**config.mk**
```make
export PLATFORM = sky130hd
export DESIGN_NAME = keyboard_typematic_repeat_unit
export DESIGN_NICKNAME = d
export VERILOG_FILES = /design/src/hdl/ktr_pkg.sv /design/src/hdl/ktr_cell.sv /design/src/hdl/ktr_repeat_div.sv /design/src/hdl/keyboard_typematic_repeat_unit.sv
export VERILOG_INCLUDE_DIRS = /design/src /design/src/hdl
export SDC_FILE = /design/constraint.sdc
export NUM_CORES = 2
export LEC_CHECK = 0
export BUFFER_PORTS_ARGS = -buffer_cell sky130_fd_sc_hd__buf_2
export CORE_MARGIN = 5
export CORE_UTILIZATION = 50
export CTS_CLUSTER_SIZE = 40
export DETAILED_ROUTE_END_ITERATION = 16
export PLACE_DENSITY_LB_ADDON = 0.1
export RECOVER_POWER = 100
export REMOVE_ABC_BUFFERS = 1
export SYNTH_ARGS = -nofsm -noshare
export SYNTH_HDL_FRONTEND = slang
export SYNTH_SLANG_ARGS = --single-unit
```
**constraint.sdc**
```tcl
create_clock -name clk_i -period 39.9 [get_ports clk_i]
set_input_delay 7.98 -clock clk_i [delete_from_list [all_inputs] [get_ports clk_i]]
set_output_delay 7.98 -clock clk_i [all_outputs]
set_load 0.05 [all_outputs]
```
**src/hdl/keyboard_typematic_repeat_unit_assert.svh**
```systemverilog
// Assertion macros shared by the typematic repeat unit.
`ifndef KEYBOARD_TYPEMATIC_REPEAT_UNIT_ASSERT_SVH
`define KEYBOARD_TYPEMATIC_REPEAT_UNIT_ASSERT_SVH
`define KTR_ASSERT_IMPL(lbl, ante, cons) \
  lbl: assert property (@(posedge clk_i) disable iff (!rst_ni) (ante) |-> (cons)) \
    else $error("ktr assertion failed");
`define KTR_ASSERT_NEXT(lbl, ante, cons) \
  lbl: assert property (@(posedge clk_i) disable iff (!rst_ni) (ante) |=> (cons)) \
    else $error("ktr assertion failed");
`endif

```
**src/hdl/ktr_pkg.sv**
```systemverilog
// Package with types, constants and the key class table of the typematic repeat unit.
package ktr_pkg;
  localparam int unsigned NUM_KEYS    = 93;
  localparam int unsigned TIME_BITS   = 32;
  localparam int unsigned MAX_REPEATS = 16;
  localparam int unsigned RESULT_LIMIT = 16;
  localparam int unsigned REPEAT_CAP  = (MAX_REPEATS < RESULT_LIMIT) ? MAX_REPEATS : RESULT_LIMIT;
  localparam int unsigned CNT_W       = $clog2(REPEAT_CAP + 1);
  localparam int unsigned STEP_W      = $clog2(NUM_KEYS);
  localparam int unsigned CODE_W      = 7;
  localparam int unsigned CFG_W       = 16;
  localparam int unsigned CFG_IDX_W   = 2;
  localparam int unsigned CODE_CTRL   = 48;
  localparam int unsigned CODE_ALT    = 49;
  localparam logic [CFG_IDX_W-1:0] CFG_DELAY  = 2'd0;
  localparam logic [CFG_IDX_W-1:0] CFG_PERIOD = 2'd1;
  localparam logic [1:0] CLASS_NONE = 2'd0;
  localparam logic [1:0] CLASS_CHAR = 2'd1;
  localparam logic [1:0] CLASS_SYS  = 2'd2;

  typedef enum logic [2:0] {
    ST_IDLE, ST_PASS1, ST_PASS2, ST_DIV, ST_EMIT
  } state_e;

  typedef struct packed {
    logic                 prev;
    logic                 cur;
    logic                 armed;
    logic [TIME_BITS-1:0] deadline;
  } cell_t;

  function automatic logic [1:0] key_class(input logic [STEP_W-1:0] code);
    logic [1:0] c;
    c = CLASS_NONE;
    case (code) inside
      [7'd13:7'd24], 7'd38, [7'd40:7'd46], [7'd50:7'd77]: c = CLASS_CHAR;
      7'd25, 7'd26, 7'd29, [7'd34:7'd37]:                  c = CLASS_SYS;
      default:                                             c = CLASS_NONE;
    endcase
    return c;
  endfunction
endpackage

```
**src/hdl/ktr_cell.sv**
```systemverilog
// One key cell of the state ring: down bits, armed flag and repeat deadline.
module ktr_cell (
  input  logic          clk_i,
  input  logic          rst_ni,
  input  logic          shift_i,
  input  logic          load_i,
  input  logic          cur_i,
  input  logic          clr_arm_i,
  input  ktr_pkg::cell_t nb_i,
  output ktr_pkg::cell_t st_o
);
  import ktr_pkg::*;

  logic prev_q, cur_q, armed_q;
  logic [TIME_BITS-1:0] deadline_q;

  always_ff @(posedge clk_i or negedge rst_ni) begin
    if (!rst_ni) begin
      prev_q  <= 1'b0;
      cur_q   <= 1'b0;
      armed_q <= 1'b0;
    end else if (shift_i) begin
      prev_q  <= nb_i.prev;
      cur_q   <= nb_i.cur;
      armed_q <= nb_i.armed;
    end else if (load_i) begin
      cur_q   <= cur_i;
      armed_q <= armed_q & ~clr_arm_i;
    end
  end

  always_ff @(posedge clk_i) begin
    if (shift_i) begin
      deadline_q <= nb_i.deadline;
    end
  end

  assign st_o = '{prev: prev_q, cur: cur_q, armed: armed_q, deadline: deadline_q};
endmodule

```
**src/hdl/ktr_repeat_div.sv**
```systemverilog
// Repeat counter: one plus the quotient of elapsed time by period, capped at REPEAT_CAP, by repeated subtraction.
module ktr_repeat_div (
  input  logic                          clk_i,
  input  logic                          rst_ni,
  input  logic                          start_i,
  input  logic [ktr_pkg::TIME_BITS-1:0] diff_i,
  input  logic [ktr_pkg::CFG_W-1:0]     period_i,
  output logic                          busy_o,
  output logic [ktr_pkg::CNT_W-1:0]     count_o,
  output logic [ktr_pkg::TIME_BITS-1:0] adv_o
);
  import ktr_pkg::*;

  logic                 busy_q, busy_d;
  logic [TIME_BITS-1:0] rem_q, rem_d, adv_q, adv_d, per_q, per_d;
  logic [CNT_W-1:0]     cnt_q, cnt_d;
  logic                 more;

  assign more = (rem_q >= per_q) && (cnt_q < CNT_W'(REPEAT_CAP));

  always_comb begin
    busy_d = busy_q;
    rem_d  = rem_q;
    adv_d  = adv_q;
    per_d  = per_q;
    cnt_d  = cnt_q;
    if (start_i) begin
      busy_d = 1'b1;
      rem_d  = diff_i;
      per_d  = TIME_BITS'(period_i);
      adv_d  = TIME_BITS'(period_i);
      cnt_d  = CNT_W'(1);
    end else if (busy_q) begin
      if (more) begin
        rem_d = rem_q - per_q;
        adv_d = adv_q + per_q;
        cnt_d = cnt_q + CNT_W'(1);
      end else begin
        busy_d = 1'b0;
      end
    end
  end

  always_ff @(posedge clk_i or negedge rst_ni) begin
    if (!rst_ni) begin
      busy_q <= 1'b0;
    end else begin
      busy_q <= busy_d;
    end
  end

  always_ff @(posedge clk_i) begin
    rem_q <= rem_d;
    adv_q <= adv_d;
    per_q <= per_d;
    cnt_q <= cnt_d;
  end

  assign busy_o  = busy_q;
  assign count_o = cnt_q;
  assign adv_o   = adv_q;
endmodule

```
**src/hdl/keyboard_typematic_repeat_unit.sv**
```systemverilog
// Typematic repeat unit: a ring of key cells walked twice per scan by one head stage.
// A scan is taken only in idle and then walks the ring twice; result stalls hold the walk.
// A press event is emitted in the first pass when the walk reaches the newly pressed key.
// A repeating key adds a counter start, the counter run and one repeat event per count.
// Reset clears all keys to up and disarmed, delay 400, period 40.
module keyboard_typematic_repeat_unit (
  input  logic                          clk_i,
  input  logic                          rst_ni,
  input  logic                          cfg_we_i,
  input  logic [ktr_pkg::CFG_IDX_W-1:0] cfg_idx_i,
  input  logic [ktr_pkg::CFG_W-1:0]     cfg_data_i,
  input  logic                          in_valid_i,
  output logic                          in_stall_o,
  input  logic [63:0]                   keys_low_i,
  input  logic [28:0]                   keys_high_i,
  input  logic                          scan_ok_i,
  input  logic [31:0]                   time_now_i,
  output logic                          out_valid_o,
  input  logic                          out_stall_i,
  output logic [6:0]                    key_code_o,
  output logic                          sys_char_o,
  output logic                          last_event_o
);
  import ktr_pkg::*;

  state_e state_q, state_d;
  logic [CFG_W-1:0]     delay_q, period_q, period_eff;
  logic [STEP_W-1:0]    step_q, hidx_q;
  logic                 found_q, fired_q, sys_q;
  logic [CNT_W-1:0]     e_q;
  logic [TIME_BITS-1:0] now_q, diff;
  logic                 out_valid_q, out_sys_q, out_last_q;
  logic [CODE_W-1:0]    out_code_q;
  cell_t                cells [NUM_KEYS];
  cell_t                head, head_n;
  logic [NUM_KEYS-1:0]  keys;
  logic [1:0]           cls;
  logic accept, out_free, shift, div_start, emit, emit_last, set_found, set_fired, clr_all;
  logic last_step, div_busy;
  logic [CNT_W-1:0]     div_cnt;
  logic [TIME_BITS-1:0] div_adv;

  assign accept     = in_valid_i && !in_stall_o;
  assign in_stall_o = (state_q != ST_IDLE);
  assign out_free   = !out_valid_q || !out_stall_i;
  assign keys       = {keys_high_i, keys_low_i};
  assign head       = cells[0];
  assign cls        = key_class(step_q);
  assign last_step  = (step_q == STEP_W'(NUM_KEYS - 1));
  assign period_eff = (period_q == '0) ? CFG_W'(1) : period_q;
  assign diff       = now_q - head.deadline;
  assign clr_all    = (cells[CODE_CTRL].prev && !(scan_ok_i ? keys[CODE_CTRL] : 1'b1)) ||
                      (cells[CODE_ALT].prev && !(scan_ok_i ? keys[CODE_ALT] : 1'b1));

  for (genvar i = 0; i < NUM_KEYS; i++) begin : g_cell
    cell_t nb;
    if (i == NUM_KEYS - 1) begin : g_tail
      assign nb = head_n;
    end else begin : g_mid
      assign nb = cells[i+1];
    end
    ktr_cell u_cell (
      .clk_i    (clk_i),
      .rst_ni   (rst_ni),
      .shift_i  (shift),
      .load_i   (accept),
      .cur_i    (scan_ok_i ? keys[i] : cells[i].prev),
      .clr_arm_i(clr_all),
      .nb_i     (nb),
      .st_o     (cells[i])
    );
  end

  ktr_repeat_div u_div (
    .clk_i   (clk_i),
    .rst_ni  (rst_ni),
    .start_i (div_start),
    .diff_i  (diff),
    .period_i(period_eff),
    .busy_o  (div_busy),
    .count_o (div_cnt),
    .adv_o   (div_adv)
  );

  always_comb begin
    head_n    = head;
    shift     = 1'b0;
    div_start = 1'b0;
    emit      = 1'b0;
    emit_last = 1'b0;
    set_found = 1'b0;
    set_fired = 1'b0;
    unique case (state_q)
      ST_PASS1: begin
        if (cls != CLASS_NONE && !head.prev && head.cur && !found_q) begin
          if (out_free) begin
            head_n.armed    = 1'b1;
            head_n.deadline = now_q + TIME_BITS'(delay_q);
            shift     = 1'b1;
            emit      = 1'b1;
            emit_last = 1'b1;
            set_found = 1'b1;
          end
        end else begin
          shift = 1'b1;
        end
      end
      ST_PASS2: begin
        head_n.prev = head.cur;
        if (found_q) begin
          if (cls != CLASS_NONE && step_q != hidx_q) head_n.armed = 1'b0;
          shift = 1'b1;
        end else if (cls != CLASS_NONE && ((head.prev && !head.cur) || fired_q)) begin
          head_n.armed = 1'b0;
          shift = 1'b1;
        end else if (cls != CLASS_NONE && head.armed && !diff[TIME_BITS-1]) begin
          div_start = 1'b1;
        end else begin
          shift = 1'b1;
        end
      end
      ST_EMIT: begin
        if (out_free) begin
          emit      = 1'b1;
          emit_last = (e_q == div_cnt);
          if (e_q == div_cnt) begin
            head_n.prev     = head.cur;
            head_n.deadline = head.deadline + div_adv;
            shift     = 1'b1;
            set_fired = 1'b1;
          end
        end
      end
      default: ;
    endcase
  end

  always_comb begin
    state_d = state_q;
    unique case (state_q)
      ST_IDLE:  if (accept) state_d = ST_PASS1;
      ST_PASS1: if (shift && last_step) state_d = ST_PASS2;
      ST_PASS2: begin
        if (div_start) state_d = ST_DIV;
        else if (shift && last_step) state_d = ST_IDLE;
      end
      ST_DIV:   if (!div_busy) state_d = ST_EMIT;
      ST_EMIT: begin
        if (shift) state_d = last_step ? ST_IDLE : ST_PASS2;
      end
      default:  state_d = ST_IDLE;
    endcase
  end

  always_ff @(posedge clk_i or negedge rst_ni) begin
    if (!rst_ni) begin
      state_q     <= ST_IDLE;
      delay_q     <= CFG_W'(400);
      period_q    <= CFG_W'(40);
      step_q      <= '0;
      found_q     <= 1'b0;
      fired_q     <= 1'b0;
      e_q         <= '0;
      out_valid_q <= 1'b0;
    end else begin
      state_q <= state_d;
      if (cfg_we_i) begin
        unique case (cfg_idx_i)
          CFG_DELAY:  delay_q  <= cfg_data_i;
          CFG_PERIOD: period_q <= cfg_data_i;
          default: ;
        endcase
      end
      if (accept) begin
        step_q  <= '0;
        found_q <= 1'b0;
        fired_q <= 1'b0;
      end else begin
        if (shift) step_q <= last_step ? '0 : step_q + STEP_W'(1);
        if (set_found) found_q <= 1'b1;
        if (set_fired) fired_q <= 1'b1;
      end
      if (state_q == ST_DIV) e_q <= CNT_W'(1);
      else if (emit) e_q <= e_q + CNT_W'(1);
      if (emit) out_valid_q <= 1'b1;
      else if (!out_stall_i) out_valid_q <= 1'b0;
    end
  end

  always_ff @(posedge clk_i) begin
    if (accept) begin
      now_q <= time_now_i;
      sys_q <= scan_ok_i ? (keys[CODE_CTRL] | keys[CODE_ALT])
                         : (cells[CODE_CTRL].prev | cells[CODE_ALT].prev);
    end
    if (set_found) hidx_q <= step_q;
    if (emit) begin
      out_code_q <= CODE_W'(step_q);
      out_sys_q  <= sys_q || (cls == CLASS_SYS);
      out_last_q <= emit_last;
    end
  end

  assign out_valid_o  = out_valid_q;
  assign key_code_o   = out_code_q;
  assign sys_char_o   = out_sys_q;
  assign last_event_o = out_last_q;

`include "keyboard_typematic_repeat_unit_assert.svh"
  `KTR_ASSERT_IMPL(a_div_in_state, div_busy, state_q == ST_DIV)
  `KTR_ASSERT_NEXT(a_accept_walk, accept, state_q == ST_PASS1 && step_q == '0)
  `KTR_ASSERT_IMPL(a_emit_count, state_q == ST_EMIT, e_q != '0 && e_q <= div_cnt)
  `KTR_ASSERT_IMPL(a_one_fire, set_fired, !fired_q && !found_q)
endmodule
```
# Word-level counts from Yosys, hierarchy flattened
# Index checks and enable logic that the tools add are counted.
dict set report classes {
  add_sub_neg 8
  order_cmp 10
  n_eq_ne 19
  muxes 529
  bitwise 96
  reduce_logical 48
}
# cell n
set ops {}
lappend ops {{two-way mux 1 bit} 497}
lappend ops {{two-way mux 32 bit} 5}
lappend ops {{AND 1 bit} 93}
lappend ops {{two-way mux 33 bit} 2}
lappend ops {{adder 32 x 16 -> 32 bit} 2}
lappend ops {{two-way mux 16 bit} 4}
lappend ops {{case mux 32 bit (2 select lines)} 1}
lappend ops {{adder 32 bit} 1}
lappend ops {{greater-or-equal comparator 32 x 16 -> 1 bit} 1}
lappend ops {{subtractor 32 x 16 -> 32 bit} 1}
lappend ops {{subtractor 32 bit} 1}
lappend ops {{== test 7 x 5 -> 1 bit (second input constant)} 3}
lappend ops {{greater-or-equal comparator 7 x 6 -> 1 bit (second input constant)} 3}
lappend ops {{two-way mux 7 bit} 3}
lappend ops {{two-way mux 3 bit} 6}
lappend ops {{logical AND 1 bit} 17}
lappend ops {{zero test 16 bit} 1}
lappend ops {{case mux 3 bit (5 select lines)} 1}
lappend ops {{less-or-equal comparator 7 x 6 -> 1 bit (second input constant)} 2}
lappend ops {{nonzero test 2 bit} 7}
lappend ops {{adder 5 x 1 -> 5 bit (second input constant)} 2}
lappend ops {{two-way mux 5 bit} 2}
lappend ops {{zero test 1 bit} 9}
lappend ops {{!= test 2 bit (second input constant)} 4}
lappend ops {{28 further kinds} 42}
dict set report totals {
  regBits 3440
  in_bits 149
  out_inout_bits 11
  word_cells 1102
}

# Longest topological paths before layout
dict set report logic_depth {
  word_depth 16
  depth_mapped 16
  ltp_nobuf 12
}

# Cells and area by module
# A second synthesis with hierarchy kept.
dict set report hier_totals {
  cells_unflattened 5893
  hier_area_um2 118752.6
}
# mod n_inst cells_per_inst area_each_um2
set modules_own_cells {}
lappend modules_own_cells {ktr_cell 93 45 1107.3}
lappend modules_own_cells {keyboard_typematic_repeat_unit 1 1111 10139.7}
lappend modules_own_cells {ktr_repeat_div 1 597 5632.9}

# Least setup slack after synthesis
# No wires, ideal clock.
dict set report synth_path {
  path_type {input to register}
  from {input out_stall_i}
  to {register g_cell[67].u_cell.armed_q}
  t_arrival_ns 45.882
  setup_slack_ns -7.533
  stages 12
  n_path_buf 4
  path_cell_list {and2_1 nor3_1 and2_1 clkbuf_1 nor2_1 o2bb2ai_4 nor2_8 inv_2 buf_6 buf_6 buf_2 o21ai_0}
}
dict set report synth_between {
  elab_chain_cells 6
  elab_cells_between_ends 8
  cone_classes {mux (5); reduce/logical (3)}
}
# element line_no
set synth_lines {}
lappend synth_lines {{from (decl)} keyboard_typematic_repeat_unit.sv:19} ;# input logic out_stall_i,
lappend synth_lines {{zero test 1 bit *} --}
lappend synth_lines {{logical OR 1 bit *} keyboard_typematic_repeat_unit.sv:45} ;# assign out_free = !out_valid_q || !out_stall_i;
lappend synth_lines {{two-way mux 1 bit} keyboard_typematic_repeat_unit.sv:96} ;# if (out_free) begin
lappend synth_lines {{two-way mux 1 bit} keyboard_typematic_repeat_unit.sv:95} ;# if (cls != CLASS_NONE && !head.prev && head.cur && !found_q) begin
lappend synth_lines {{case mux 1 bit (3 select lines) *} keyboard_typematic_repeat_unit.sv:93} ;# unique case (state_q)
lappend synth_lines {{named net g_cell[0].u_cell.shift_i} ktr_cell.sv:5} ;# input logic shift_i,
lappend synth_lines {{two-way mux 1 bit or nonzero test 2 bit (tied branches)} --}
lappend synth_lines {{to (signal assigned)} ktr_cell.sv:25} ;# armed_q <= nb_i.armed;
lappend synth_lines {{to (signal assigned)} ktr_cell.sv:28} ;# armed_q <= armed_q & ~clr_arm_i;
lappend synth_lines {{to (decl)} ktr_cell.sv:14} ;# logic prev_q, cur_q, armed_q;
# The timed path passes the listed nets; every way through them passes the cells marked *.
# A chain may end at the register's enable or synchronous reset.

# Worst setup path after layout
dict set report layout_path {
  from {input out_stall_i}
  to {register g_cell[33].u_cell.deadline_q[6], enable pin}
}
dict set report layout_between {
  elab_chain_cells 5
  elab_cells_between_ends 6
  cone_classes {mux (4); reduce/logical (2)}
}
# element line_no
set layout_lines {}
lappend layout_lines {{zero test 1 bit *} --}
lappend layout_lines {{logical OR 1 bit *} keyboard_typematic_repeat_unit.sv:45}
lappend layout_lines {{two-way mux 1 bit} keyboard_typematic_repeat_unit.sv:96}
lappend layout_lines {{two-way mux 1 bit} keyboard_typematic_repeat_unit.sv:95}
lappend layout_lines {{case mux 1 bit (3 select lines) *} keyboard_typematic_repeat_unit.sv:93}
lappend layout_lines {{to (signal assigned)} ktr_cell.sv:34} ;# deadline_q <= nb_i.deadline;
lappend layout_lines {{to (decl)} ktr_cell.sv:15} ;# logic [TIME_BITS-1:0] deadline_q;
# Every way passes the cells marked *; elsewhere a longest branch is shown, timed or not.

==> results.sh <==
export IMPL_critical_path_required_ps=40410
export IMPL_ys_seq_elements=3440
export IMPL_run_status="finished with violations"
export IMPL_floorplan_die_area_sq_um=240000
export IMPL_routability_congestion_estimate=0.844
export IMPL_post_cts_resized_instances=0
export IMPL_path_delay_family="buffers and inverters"
export IMPL_timing_reg2reg_worst_path_depth=16
export IMPL_synthesis_area_per_instance_sq_um=21.0
export IMPL_critical_path_buffer_and_inverter_count=8
export IMPL_post_route_drc_violation_count=0
export IMPL_category_of_the_worst_setup_path_capture_point="flip-flop"
export IMPL_syn_instance_count=5503
export IMPL_slowest_stage="clkinvlp_2"
export IMPL_slew_limit_headroom_pct=-547
export IMPL_grt_first_pass_wirelength_mm=278
export IMPL_final_setup_fails=0
export IMPL_layout_commonest_cell="edfxtp_1"
export IMPL_crit_path_start_kind="input pin"
export IMPL_global_route_peak_usage_layer="met1"
export IMPL_criticalPathCategory="input pin to flip-flop"
export IMPL_failed_checks="max-capacitance violations, max-slew violations"
export IMPL_fmaxAchievable_ghz=0.0389
export IMPL_drt_iter0_drc=4184
export IMPL_row_count=176
export IMPL_most_common_layout_cells="3,089 x edfxtp_1, 360 x clkbuf_16, 325 x dfrtp_1"
export IMPL_fin_crit_ps=25690
export IMPL_first_pass_iteration_count_of_the_detailed_router=5
export IMPL_synthTopCellsByArea="edfxtp_1 80%, dfrtp_1 7.1%, ha_1 1.3%"
export IMPL_holdBufCountCts=0
export IMPL_postCtsSetupRepairBufs=0
export IMPL_synth_seq_area_share_pct=87.9
export IMPL_routed_wl_mm=180
export IMPL_path_cells="buf_2, and2_0, nor3_1, and2_0, clkbuf_1, nor2_1, o2bb2ai_4, clkbuf_1, nor2_1, clkinvlp_2, clkbuf_1, clkbuf_1, clkbuf_1, buf_4"
export IMPL_grt_met2_usage_pct=20.7
export IMPL_post_dp_hpwl_mm=99.1
export IMPL_p_leak_nw=41.1
export IMPL_cts_sink_count=3440
export IMPL_postSynth_asyncResetShare_pct=9.59
export IMPL_clockBufferDepth=4
export IMPL_overflow=0
export IMPL_power_density_nw_per_um2=83.3
export IMPL_ys_types=80
export IMPL_routed_via_density=5.26
export IMPL_synth_top_flop_cell="edfxtp_1"
export IMPL_synthDominantAreaCellType="edfxtp_1"
export IMPL_worst_path_largest_cell_delay_ps=3920
export IMPL_synth_warnings=0
export IMPL_number_of_stages_on_the_worst_hold_path=0
export IMPL_clock_skew_final_ps=85.3
export IMPL_area_growth_synth_to_final_pct=13.0
export IMPL_worst_slew_pin_transition_ps=9710
export IMPL_grt_pass1_vias=47375
export IMPL_setup_ws_ps=14210
export IMPL_dieWidth_um=490
export IMPL_post_synth_top_area_fraction_pct=80.4
export IMPL_placed_cell_area_sq_um=120000
export IMPL_routed_via_count=48392
export IMPL_drv_slew=2887
export IMPL_postRouteAntennaNets=0
export IMPL_max_cap_violations=38
export IMPL_htree_levels=5
export IMPL_port_buffers=159
export IMPL_worst_ep_arrival_time_ps=26200
export IMPL_holdPathEnd="g_cell[48].u_cell.deadline_q[2]$_DFFE_PP_"
export IMPL_globalRouteMet1Util_pct=22.9
export IMPL_post_synth_instance_area_sq_um=115000
export IMPL_route_detailed_wl_per_inst_um=19.6
export IMPL_timing_reg2reg_setup_slack_ps=19290
export IMPL_initial_utilization_pct=50.2
export IMPL_final_layout_size_suffix_gt1_share_pct=12.1
export IMPL_i_o_pin_count=160
export IMPL_ir_worst_vdd_uv=111
export IMPL_height_of_the_chip_um=490
export IMPL_antenna_found_initial=9
export IMPL_path_common_cell="clkbuf_1"
export IMPL_placement_stage_worst_setup_slack_ps=24030
export IMPL_layout_nets=6190
export IMPL_crit_reg2reg_launch="g_cell[0].u_cell.deadline_q[8]$_DFFE_PP_"
export IMPL_period_share_pct=64.4
export IMPL_core_area_sq_um=230000
export IMPL_fin_setup_tns_ps=0
export IMPL_timing_final_hold_violations=0
export IMPL_grt_start_max_net_pins=217
export IMPL_final_area_sq_um=130000
export IMPL_insertion_delay_ps=950
export IMPL_critical_path_max_fanout=143
export IMPL_cts_buffers_inserted=355
export IMPL_number_of_flops_mapped_to_enable_cells_by_yosys=3089
export IMPL_grt_util_met3_pct=2.53
export IMPL_worstReg2RegEnd="g_cell[33].u_cell.deadline_q[6]$_DFFE_PP_"
export IMPL_cts_tree="done"
export IMPL_clockRootBuffer="clkbuf_16"
export IMPL_worstHoldStart="g_cell[49].u_cell.deadline_q[2]$_DFFE_PP_"
export IMPL_clkTransAtPathRegs_ps=60
export IMPL_grt_use_total_pct=14.6
export IMPL_rsz0062_at_grt="no"
export IMPL_final_util_pct=56.7
export IMPL_worstHoldPathType="flip-flop to flip-flop"
area by class of cell:
type	count	area, sq um
timing repair buffer	210	1060
clock buffer	429	9300
fill	17177	99500
tap	3026	3790
clock inverter	185	1590
inverter	89	335
antenna	4	10.0
sequential	3440	101000
multi-input combinational	1824	12800
cells in the mapped netlist (all sizes together), types with 27 or more instances:
cell type and n:
xnor2 82, mux2i 109, xor2 70, nand3 41, edfxtp 3089, inv 89, mux2 127, o21ai 279
clkbuf 107, a221o 94, a21o 33, buf 43, dfrtp 325, nor2 194, nor3 27, a21oi 111
ha 116, nand2 216
per-layer routing:
| layer | wire [um] | share of wire, % | up-vias |
|---|---|---|---|
| li1 | - | - | 22319 |
| met5 | 0 | 0 | - |
| met3 | 7610 | 4.2 | 393 |
| met1 | 88700 | 49 | 24697 |
| met2 | 77900 | 43 | 983 |
| met4 | 5830 | 3.2 | 0 |
worst max-delay path by stage:
stage / endpoint / slack, ps / start / cells past startpoint
2_1_floorplan: g_cell[18].u_cell.prev_q$_DFFE_PN0P_ / -8230 / out_stall_i / 8
3_3_place_gp: g_cell[61].u_cell.deadline_q[28]$_DFFE_PP_ / 24080 / out_stall_i / 15
3_5_place_dp: g_cell[62].u_cell.deadline_q[28]$_DFFE_PP_ / 24030 / out_stall_i / 15
4_1_cts: g_cell[28].u_cell.deadline_q[31]$_DFFE_PP_ / 25050 / out_stall_i / 15
5_1_grt: g_cell[33].u_cell.deadline_q[6]$_DFFE_PP_ / 12370 / out_stall_i / 14
6_report: g_cell[33].u_cell.deadline_q[6]$_DFFE_PP_ / 14210 / out_stall_i / 14
kinds of logic (layout without fill, tap and decap cells):
| family | count (synthesis) | count (layout) | synth area share, % |
|---|---|---|---|
| AOI/OAI and AO/OA | 690 | 690 | 3.98 |
| muxes | 236 | 236 | 2.19 |
| adders and majority gates | 121 | 121 | 1.35 |
| DFF | 3440 | 3440 | 87.9 |
| xor gates and xnor gates | 152 | 152 | 1.15 |
| other | 0 | 4 | 0 |
| buffers and inverters | 239 | 913 | 0.909 |
| and+or+nand+nor | 625 | 625 | 2.48 |
report_power, final:
group	internal (mW)	leakage [nW]	switching, mW
Combinational	0.214	6.31	1.30
Clock	1.82	5.32	1.28
Sequential	5.93	29.5	0.314
through the flow:
step | std cells | total power [mW] | hold slack (ps)
CTS | 9203 | 10.9 | 358
floorplan | 5353 | 8.93 | 400
detailed placement | 8589 | 7.69 | 405
finish | 9207 | 10.9 | 364
global placement | 8589 | 7.65 | 400
global route | 9204 | 11.4 | 376
state kept, by name, indices dropped and copies added, names as in the netlist:
name and flops:
last_event_o 1, u_div.count_o 5, u_div.busy_o 1, found_q 1, now_q 32, u_div.adv_o 32
g_cell.u_cell.deadline_q 2976, period_q 16, state_q 3, u_div.rem_q 32, g_cell.u_cell.prev_q 93, delay_q 16
sys_q 1, u_div.per_q 16, e_q 5, out_valid_o 1, g_cell.u_cell.armed_q 93, key_code_o 7
fired_q 1, step_q 7, g_cell.u_cell.cur_q 93, sys_char_o 1, hidx_q 7
worst reg2reg max path: cells and delay by family (launching register included):
family	cells	cell delay (ps)
adder cells (fa/ha/maj)	1	390
buffers and inverters	7	15320
flip-flops	1	600
AO/OA/AOI/OAI	7	3030
AND/OR/NAND/NOR	1	840
(Power assumes the default switching activity.)
